--- config.mk ---
export PLATFORM = sky130hd
export DESIGN_NAME = ordered_list_insert_delete_unit
export DESIGN_NICKNAME = d
export VERILOG_FILES = /design/src/hdl/olid_pkg.sv /design/src/hdl/ordered_list_insert_delete_unit.sv
export VERILOG_INCLUDE_DIRS = /design/src /design/src/hdl
export SDC_FILE = /design/constraint.sdc
export NUM_CORES = 1
export LEC_CHECK = 0
export ABC_AREA = 1
export BUFFER_PORTS_ARGS = -buffer_cell sky130_fd_sc_hd__buf_2
export CAP_MARGIN = 20
export CORE_ASPECT_RATIO = 1.75
export CORE_UTILIZATION = 35
export DETAILED_ROUTE_END_ITERATION = 8
export PLACE_DENSITY = 0.51
export SLEW_MARGIN = 0
export SYNTH_ARGS = -nofsm -noshare
export SYNTH_HDL_FRONTEND = slang
export SYNTH_SLANG_ARGS = --single-unit
--- constraint.sdc ---
create_clock -name clk -period 4.2 [get_ports clk]
set_input_delay 0.84 -clock clk [delete_from_list [all_inputs] [get_ports clk]]
set_output_delay 0.84 -clock clk [all_outputs]
set_load 0.005 [all_outputs]
--- src/hdl/ordered_list_insert_delete_unit_macros.svh ---
// ----------------------------------------------------------------------------
// Assertion macros for the ordered list unit
// Implication checks on the rising clock edge, disabled while reset is high.
// ----------------------------------------------------------------------------
`ifndef ORDERED_LIST_INSERT_DELETE_UNIT_MACROS_SVH
`define ORDERED_LIST_INSERT_DELETE_UNIT_MACROS_SVH

// same-cycle implication
`define OLID_ASSERT_NOW(label, clk, rst, ante, cons, msg) \
  label: assert property (@(posedge clk) disable iff (rst) (ante) |-> (cons)) \
    else $error(msg);

// next-cycle implication
`define OLID_ASSERT_NEXT(label, clk, rst, ante, cons, msg) \
  label: assert property (@(posedge clk) disable iff (rst) (ante) |=> (cons)) \
    else $error(msg);

`endif

--- src/hdl/olid_pkg.sv ---
`timescale 1ns / 1ps
// ----------------------------------------------------------------------------
// olid_pkg
// Word types, action and status codes for the ordered list unit.
// ----------------------------------------------------------------------------
package olid_pkg;

  localparam int DEPTH_DEF = 16;
  localparam int POS_W     = 8;

  localparam logic [1:0] ACT_APPEND  = 2'd0;
  localparam logic [1:0] ACT_DEL_VAL = 2'd1;
  localparam logic [1:0] ACT_DEL_POS = 2'd2;
  localparam logic [1:0] ACT_SHOW    = 2'd3;

  localparam logic [2:0] ST_DONE     = 3'd0;
  localparam logic [2:0] ST_EMPTY    = 3'd1;
  localparam logic [2:0] ST_NOTFOUND = 3'd2;
  localparam logic [2:0] ST_RANGE    = 3'd3;
  localparam logic [2:0] ST_FULL     = 3'd4;
  localparam logic [2:0] ST_SHOWN    = 3'd5;

  typedef struct packed {
    logic [1:0]        action;
    logic signed [31:0] value;
    logic [POS_W-1:0]  position;
  } req_t;

  typedef struct packed {
    logic [2:0]         status;
    logic signed [31:0] item_value;
    logic               last;
  } rsp_t;

endpackage

--- src/hdl/ordered_list_insert_delete_unit.sv ---
`timescale 1ns / 1ps
// Append: writes the entry on acceptance; the reply state loads the result word.
// Delete by value: compares entries from the head, then moves later ones up.
// Delete by position: moves each entry behind it one place toward the head.
// Read out: one result word per entry; one request at a time (stalled while busy).
// Sequencer steps one entry at a time through a store with one write port
// and a registered read port. Reset clears the count and sequencer, not the store.
// ----------------------------------------------------------------------------
// ordered_list_insert_delete_unit
// Ordered list of signed 32-bit values with append, delete by value,
// delete by position and read out, stepped by a small sequencer.
// ----------------------------------------------------------------------------
`include "ordered_list_insert_delete_unit_macros.svh"

module ordered_list_insert_delete_unit #(
  parameter int DEPTH = olid_pkg::DEPTH_DEF
) (
  input  logic          clk,
  input  logic          rst,
  input  logic          req_valid,
  output logic          req_stall,
  input  olid_pkg::req_t req,
  output logic          rsp_valid,
  input  logic          rsp_stall,
  output olid_pkg::rsp_t rsp
);

  import olid_pkg::*;

  localparam int AW = (DEPTH > 1) ? $clog2(DEPTH) : 1;
  localparam int CW = $clog2(DEPTH + 1);
  localparam logic [CW-1:0] FULL_CNT = CW'(DEPTH);

  typedef enum logic [7:0] {
    S_IDLE     = 8'b0000_0001,
    S_SRCH_RD  = 8'b0000_0010,
    S_SRCH_CHK = 8'b0000_0100,
    S_SHIFT_RD = 8'b0000_1000,
    S_SHIFT_WR = 8'b0001_0000,
    S_SHOW_RD  = 8'b0010_0000,
    S_SHOW_PUT = 8'b0100_0000,
    S_REPLY    = 8'b1000_0000
  } state_t;

  state_t state, state_next;
  logic [CW-1:0] count, count_next;
  logic [CW-1:0] ptr, ptr_next;
  logic [2:0]    res_status, res_status_next;
  logic signed [31:0] key;

  logic signed [31:0] mem [DEPTH];
  logic signed [31:0] rd_data;
  logic [AW-1:0] rd_addr;
  logic          mem_we;
  logic [AW-1:0] mem_wa;
  logic signed [31:0] mem_wd;

  logic          req_acc;
  logic          out_free;
  logic          out_load;
  rsp_t          out_word;
  logic [CW-1:0] ptr_inc;
  logic [POS_W-1:0] cnt_ext;

  assign req_stall = (state != S_IDLE);
  assign req_acc   = req_valid && !req_stall;
  assign out_free  = !rsp_valid || !rsp_stall;
  assign ptr_inc   = ptr + 1'b1;
  assign cnt_ext   = POS_W'(count);

  always_comb begin
    state_next      = state;
    count_next      = count;
    ptr_next        = ptr;
    res_status_next = res_status;
    rd_addr         = ptr[AW-1:0];
    mem_we          = 1'b0;
    mem_wa          = count[AW-1:0];
    mem_wd          = req.value;
    out_load        = 1'b0;
    out_word        = '0;
    out_word.last   = 1'b1;
    case (state)
      S_IDLE: begin
        if (req_acc) begin
          ptr_next   = '0;
          state_next = S_REPLY;
          case (req.action)
            ACT_APPEND: begin
              if (count == FULL_CNT) begin
                res_status_next = ST_FULL;
              end else begin
                mem_we          = 1'b1;
                count_next      = count + 1'b1;
                res_status_next = ST_DONE;
              end
            end
            ACT_DEL_VAL: begin
              if (count == '0) begin
                res_status_next = ST_EMPTY;
              end else begin
                state_next = S_SRCH_RD;
              end
            end
            ACT_DEL_POS: begin
              if (count == '0) begin
                res_status_next = ST_EMPTY;
              end else if (req.position == '0 || req.position > cnt_ext) begin
                res_status_next = ST_RANGE;
              end else begin
                ptr_next   = CW'(req.position - 1'b1);
                state_next = S_SHIFT_RD;
              end
            end
            default: begin
              if (count == '0) begin
                res_status_next = ST_EMPTY;
              end else begin
                state_next = S_SHOW_RD;
              end
            end
          endcase
        end
      end
      S_SRCH_RD: begin
        state_next = S_SRCH_CHK;
      end
      S_SRCH_CHK: begin
        if (rd_data == key) begin
          state_next = S_SHIFT_RD;
        end else if (ptr_inc == count) begin
          res_status_next = ST_NOTFOUND;
          state_next      = S_REPLY;
        end else begin
          ptr_next   = ptr_inc;
          state_next = S_SRCH_RD;
        end
      end
      S_SHIFT_RD: begin
        // close the gap: fetch the entry behind the hole
        if (ptr_inc < count) begin
          rd_addr    = ptr_inc[AW-1:0];
          state_next = S_SHIFT_WR;
        end else begin
          count_next      = count - 1'b1;
          res_status_next = ST_DONE;
          state_next      = S_REPLY;
        end
      end
      S_SHIFT_WR: begin
        mem_we     = 1'b1;
        mem_wa     = ptr[AW-1:0];
        mem_wd     = rd_data;
        ptr_next   = ptr_inc;
        state_next = S_SHIFT_RD;
      end
      S_SHOW_RD: begin
        state_next = S_SHOW_PUT;
      end
      S_SHOW_PUT: begin
        // hold until the output word is free
        if (out_free) begin
          out_load            = 1'b1;
          out_word.status     = ST_SHOWN;
          out_word.item_value = rd_data;
          out_word.last       = (ptr_inc == count);
          if (ptr_inc == count) begin
            state_next = S_IDLE;
          end else begin
            ptr_next   = ptr_inc;
            state_next = S_SHOW_RD;
          end
        end
      end
      S_REPLY: begin
        if (out_free) begin
          out_load        = 1'b1;
          out_word.status = res_status;
          state_next      = S_IDLE;
        end
      end
      default: begin
        state_next = S_IDLE;
      end
    endcase
  end

  always_ff @(posedge clk) begin
    if (rst) begin
      state <= S_IDLE;
      count <= '0;
    end else begin
      state <= state_next;
      count <= count_next;
    end
  end

  always_ff @(posedge clk) begin
    ptr        <= ptr_next;
    res_status <= res_status_next;
    if (req_acc) begin
      key <= req.value;
    end
  end

  // entry store: one write port, one registered read port
  always_ff @(posedge clk) begin
    if (mem_we) begin
      mem[mem_wa] <= mem_wd;
    end
    rd_data <= mem[rd_addr];
  end

  always_ff @(posedge clk) begin
    if (rst) begin
      rsp_valid <= 1'b0;
    end else if (out_load) begin
      rsp_valid <= 1'b1;
    end else if (!rsp_stall) begin
      rsp_valid <= 1'b0;
    end
  end

  always_ff @(posedge clk) begin
    if (out_load) begin
      rsp <= out_word;
    end
  end

  `OLID_ASSERT_NOW(a_count_max, clk, rst, 1'b1, count <= FULL_CNT, "entry count beyond depth")
  `OLID_ASSERT_NEXT(a_append_grow, clk, rst, req_acc && req.action == ACT_APPEND && count != FULL_CNT, count == $past(count) + 1'b1, "append did not grow the list")
  `OLID_ASSERT_NOW(a_mid_is_shown, clk, rst, rsp_valid && !rsp.last, rsp.status == ST_SHOWN, "non-final word is not a shown element")
  `OLID_ASSERT_NOW(a_zero_value, clk, rst, rsp_valid && rsp.status != ST_SHOWN, rsp.item_value == '0, "status word carries a value")

endmodule
## Word level (Yosys, flattened, before mapping)

Memories as Yosys holds them, arrays and structs flattened. A register that Yosys moved wholly into a read port is not among the register bits.
Cells that the tools add are included.

- Output and inout port bits: 38
- Memories kept: 1
- Latch bits: 0
- ROM bits: 0
- RAM bits: 512
- Register bits: 90
- Logic and storage cells: 112

Memories:

| memory | depth | bits a word | rd ports | clocked after Yosys merged registers in | write ports | RTL line | text |
|---|---|---|---|---|---|---|---|
| mem | 16 | 32 | 1 | 1 | 1 | ordered_list_insert_delete_unit.sv:51 | `logic signed [31:0] mem [DEPTH];` |

- $mul: 0
- Reductions and logical operators: 18
- Muxes and demuxes: 53
- Divide/modulo/power cells: 0
- Add/sub/neg operators: 4
- Magnitude comparators: 2
- Bitwise gates (word level): 0
- Eq/ne operators: 25
- Shift-type cells: 0

Operators by type and width:

| kind | count |
|---|---|
| $mux 8 | 10 |
| $pmux 8 s8 | 1 |
| $mux 5 | 11 |
| $mux 36 | 1 |
| $eq 32x32->1 | 1 |
| $mux 32 | 1 |
| $mux 3 | 9 |
| $pmux 8 s3 | 1 |
| $pmux 5 s4 | 1 |
| $ne 2x2->1 const B | 7 |
| $mux 4 | 3 |
| $pmux 3 s2 | 2 |
| $add 5x1->5 const B | 2 |
| $pmux 5 s2 | 1 |
| $sub 5x1->5 const B | 2 |
| $mux 1 | 9 |
| $pmux 3 s3 | 1 |
| $eq 8x1->1 const B | 1 |
| $eq 8x2->1 const B | 1 |
| $eq 8x3->1 const B | 1 |
| $eq 8x4->1 const B | 1 |
| $eq 8x5->1 const B | 1 |
| $eq 8x6->1 const B | 1 |
| $eq 8x7->1 const B | 1 |
| other kinds (28) | 32 |

## Depth between registers and ports, before layout

- Depth in word-level cells: 7
- Gate-level depth with buffers: 17

## Worst setup path before layout

Ideal clock, no wire load.

- Path type: input to register
- From: input req[41] (netlist bit)
- To: memory mem[0][0], enable pin
- Required time: 3.779 ns
- Library setup time: 0.421 ns
- Arrival: 2.985 ns
- Buffers on the path: 0
- Path slack: 0.794 ns
- Stages: 5
- Cells stage by stage: nor2_1 -> nand2_1 -> o31ai_1 -> nand3_1 -> nor2_1

- Longest elaborated chain between the ends: 6

Ends and longest elaborated chain:

| item | RTL line | text |
|---|---|---|
| from (decl) | ordered_list_insert_delete_unit.sv:22 | `input olid_pkg::req_t req,` |
| $logic_not 2->1 | ordered_list_insert_delete_unit.sv:88 | `case (req.action)` |
| $mux 1 | ordered_list_insert_delete_unit.sv:88 |  |
| $mux 1 | ordered_list_insert_delete_unit.sv:85 | `if (req_acc) begin` |
| $pmux 1 s2 | ordered_list_insert_delete_unit.sv:83 | `case (state)` |
| $mux 1 | ordered_list_insert_delete_unit.sv:208 | `if (mem_we) begin` |
| $mux 1 (implied by the code) | ordered_list_insert_delete_unit.sv:209 | `mem[mem_wa] <= mem_wd;` |
| to (decl) | ordered_list_insert_delete_unit.sv:51 |  |

Every way passes these cells.

## Worst setup path after layout

- From: register ptr[0]
- To: register rd_data[9], read port of mem

- Longest elaborated chain between the ends: 4

Ends and longest elaborated chain:

| item | RTL line | text |
|---|---|---|
| from (decl) | ordered_list_insert_delete_unit.sv:47 | `logic [CW-1:0] ptr, ptr_next;` |
| from (signal assigned) | ordered_list_insert_delete_unit.sv:199 | `ptr <= ptr_next;` |
| $add 5x1->5 | ordered_list_insert_delete_unit.sv:68 | `assign ptr_inc = ptr + 1'b1;` |
| $lt 5x5->1 | ordered_list_insert_delete_unit.sv:141 | `if (ptr_inc < count) begin` |
| $mux 4 | ordered_list_insert_delete_unit.sv:141 |  |
| $mux 4 * | ordered_list_insert_delete_unit.sv:83 |  |
| to (decl) | ordered_list_insert_delete_unit.sv:52 | `logic signed [31:0] rd_data;` |

Mark *: on every way between the ends. The rest lies on a longest branch, timed or not.
A chain may end at the register's enable or synchronous reset.

==> summary.md <==
| Metric | Value |
|---|---|
| Layout Nets | `2,890` |
| CP endpoint kind | `register` |
| Post-synth cell types | `38` |
| CP Launch Type | `register` |
| Worst-path clk slew | `70 ps` |
| Routed WL per cell | `about 20 µm` |
| Global placement routability congestion | `0.7990` |
| Commonest cells after routing, fill and taps aside | `nand2_1 (592), inv_1 (588), edfxtp_1 (588)` |
| Slew Limit Headroom | `roughly 32%` |
| Worst slew pin tran | `just over 1000 ps` |
| Area of the core | `approximately 79,000 µm²` |
| Effective utilization at floorplan | `35.37%` |
| Row cnt | `136` |
| Final HPWL DP | `a little over 40,000 µm` |
| Ys Warns | `0` |
| Number of max-cap violations | `0` |
| Register bit total from synthesis | `between 600 and 700` |
| GRT overflow | `0` |
| PwrDens | `between 500 and 600 nW/µm²` |
| Post-CTS Resized | `0` |
| P&R area growth vs syn | `15.21%` |
| Place WS | `634.2 ps` |
| Hold Buf Count CTS | `0` |
| Main synth FF type | `edfxtp_1` |
| Total track usage | `18.97%` |
| Hold/Removal Path Class | `in2reg` |
| Setup Viol. Count Final | `0` |
| Critical path arrival | `between 4000 and 5000 ps` |
| Port bufs | `83` |
| Register area share after synthesis | `66.81%` |
| Post-synth net total | `approximately 2,800` |
| Crit Path Class | `reg2reg` |
| Max frequency | `roughly 280 MHz` |
| Num CTS Buffers | `58` |
| DRT iter0 DRCs | `about 1,100` |
| Outcome | `complete, no violations` |
| DRC Markers | `0` |
| Post-CTS setup buffer count | `0` |
| Clock skew | `between 30 and 40 ps` |
| Worst-Skew Late Latency | `630 ps` |
| DR WL met3 | `approximately 3000 µm` |
| Clock Sinks | `about 630` |
| Drt via density | `roughly 4.8` |
| Crit path required time | `4690 ps` |
| First-pass GRT wire length | `roughly 110,000 µm` |
| Post-route minimum period | `3613 ps` |
| Max clock buf depth | `3` |
| WL met2 | `slightly above 40,000 µm` |
| Post-route ant nets | `0` |
| H-tree levels | `2` |
| Top fanout value on the critical path | `64` |
| Setup slack, reg-to-reg | `slightly below 600 ps` |
| Peak supply drop | `roughly 0.00032 V` |
| TritonCTS clock tree | `done` |
| Async SR Flop Fraction | `0%` |
| Share of cells above drive strength 1 | `10.47%` |
| Post-synthesis cell count | `about 2,700` |
| Final TNS setup | `0 ps` |
| Met1 wire length | `between 30,000 and 40,000 µm` |
| Die extent in y | `374.9 µm` |
| Commonest non-fill, non-tap cell in the layout | `nand2_1` |
| Post-synth EDFFs | `588` |
| Fin. max-slew vios | `0` |
| Clock root cell | `clkbuf_16` |
| Highest Signal Layer | `met4` |
| Tcrit/Tclk final | `approximately 86%` |
| I/O pins | `84` |
| WL final | `approximately 76,000 µm` |
| RSZ-0062 raised after global routing | `false` |
| Total power | `0.01810 W` |
| Initial antenna violation count | `2` |
| Final worst slack | `between 500 and 600 ps` |
| Die X | `~220 µm` |
| Avg Cell Area, Syn | `just over 10 µm²` |
| Largest net degree at the start of global routing | `71` |
| Vias | `about 19,000` |
| P_leak | `about 14 nW` |
| Drt first pass iters | `5` |
| Die area | `80,620 µm²` |
| Post-Syn Area | `around 28,000 µm²` |
| Area post-placement | `30,090 µm²` |
| Vias in the first global route | `between 15,000 and 20,000` |
| Hold Vio Cnt, Final | `0` |
| Finished Cell Area | `about 32,000 µm²` |
[kinds of logic after synthesis]
kind of cell | share of synthesized area [%]
AOI/OAI and AO/OA | 1.498
DFF | 66.81
adders and majority gates | 0.7920
buffers and inverters | 10.10
xor gates and xnor gates | 0.9135
and+or+nand+nor | 19.88
[routing by layer]
layer,up-vias,GRT usage (%)
met2,419,36.17
met5,-,0
met4,0,6.276
li1,9002,-
met3,122,1.955
met1,9059,21.86
[critical path: stages, from the launching register on]
cell and delay [ps]:
edfxtp_1 500, ha_1 280, nand3_1 110, xnor2_1 150
ha_1 280, nand2_1 90, inv_1 50, a21oi_2 270
nand3_4 200, or2_1 290, o21ai_4 80, buf_4 790
nand3_1 160, nand3_1 100, nand2_1 60
[area by class of cell]
cell class              instances  area (µm²)
flip-flops and latches        634       18580
diodes                          1       2.502
fillers                      7586       46580
repair buffers                162        1384
inverters                     592        2222
clock buffers                  87        1700
clock inverters                22       242.7
well taps                    1035        1295
multi-input cells            1379        6610
[through the flow]
stage	utilization, %	cells	hold slack, ps
floorplan	-	2725	496.1
global placement	38.27	3802	531.6
detailed placement	38.27	3802	553.1
CTS	40.75	3911	356.5
global route	40.75	3911	375.4
finish	40.75	3912	392.4
[worst paths after layout]
kind / startpoint / endpoint / depth (start not counted)
max: ptr[0]$_DFFE_PP_ / rd_data[9]$_DFF_P_ / 14
min: req[34] / key[26]$_DFFE_PP_ / 1
max reg2reg: ptr[0]$_DFFE_PP_ / rd_data[9]$_DFF_P_ / 14
min reg2reg: state[7]$_SDFFE_PP0P_ / state[7]$_SDFFE_PP0P_ / 2
[sequential cells by signal (all words and copies together) (netlist names)]
register and count:
key 32, res_status 3, count 5, rsp 36
state 8, ptr 5, rd_data 32, mem 512
rsp_valid 1
[power by group]
| group | switching [W] | internal [W] | leakage, nW |
|---|---|---|---|
| Combinational | 0.00354 | 0.00160 | 6.94 |
| Sequential | 0.000231 | 0.00733 | 5.67 |
| Clock | 0.00235 | 0.00305 | 0.966 |
| Total | 0.00612 | 0.0120 | 13.6 |
[Yosys cell counts, drive strengths merged (8+ instances only)]
cell type | instances | share of area [%]
nand2 | 597 | 8.1
inv | 591 | 8.0
edfxtp | 588 | 64
nand3 | 536 | 9.7
nor2 | 92 | 1.3
buf | 91 | 1.7
o21ai | 51 | 0.93
dfxtp | 46 | 3.3
clkbuf | 29 | 0.39
xnor2 | 24 | 0.76
ha | 16 | 0.72
a21oi | 14 | 0.27
or2 | 12 | 0.27
nand4 | 8 | 0.23
nor3 | 8 | 0.14
(Power assumes the default switching activity.)
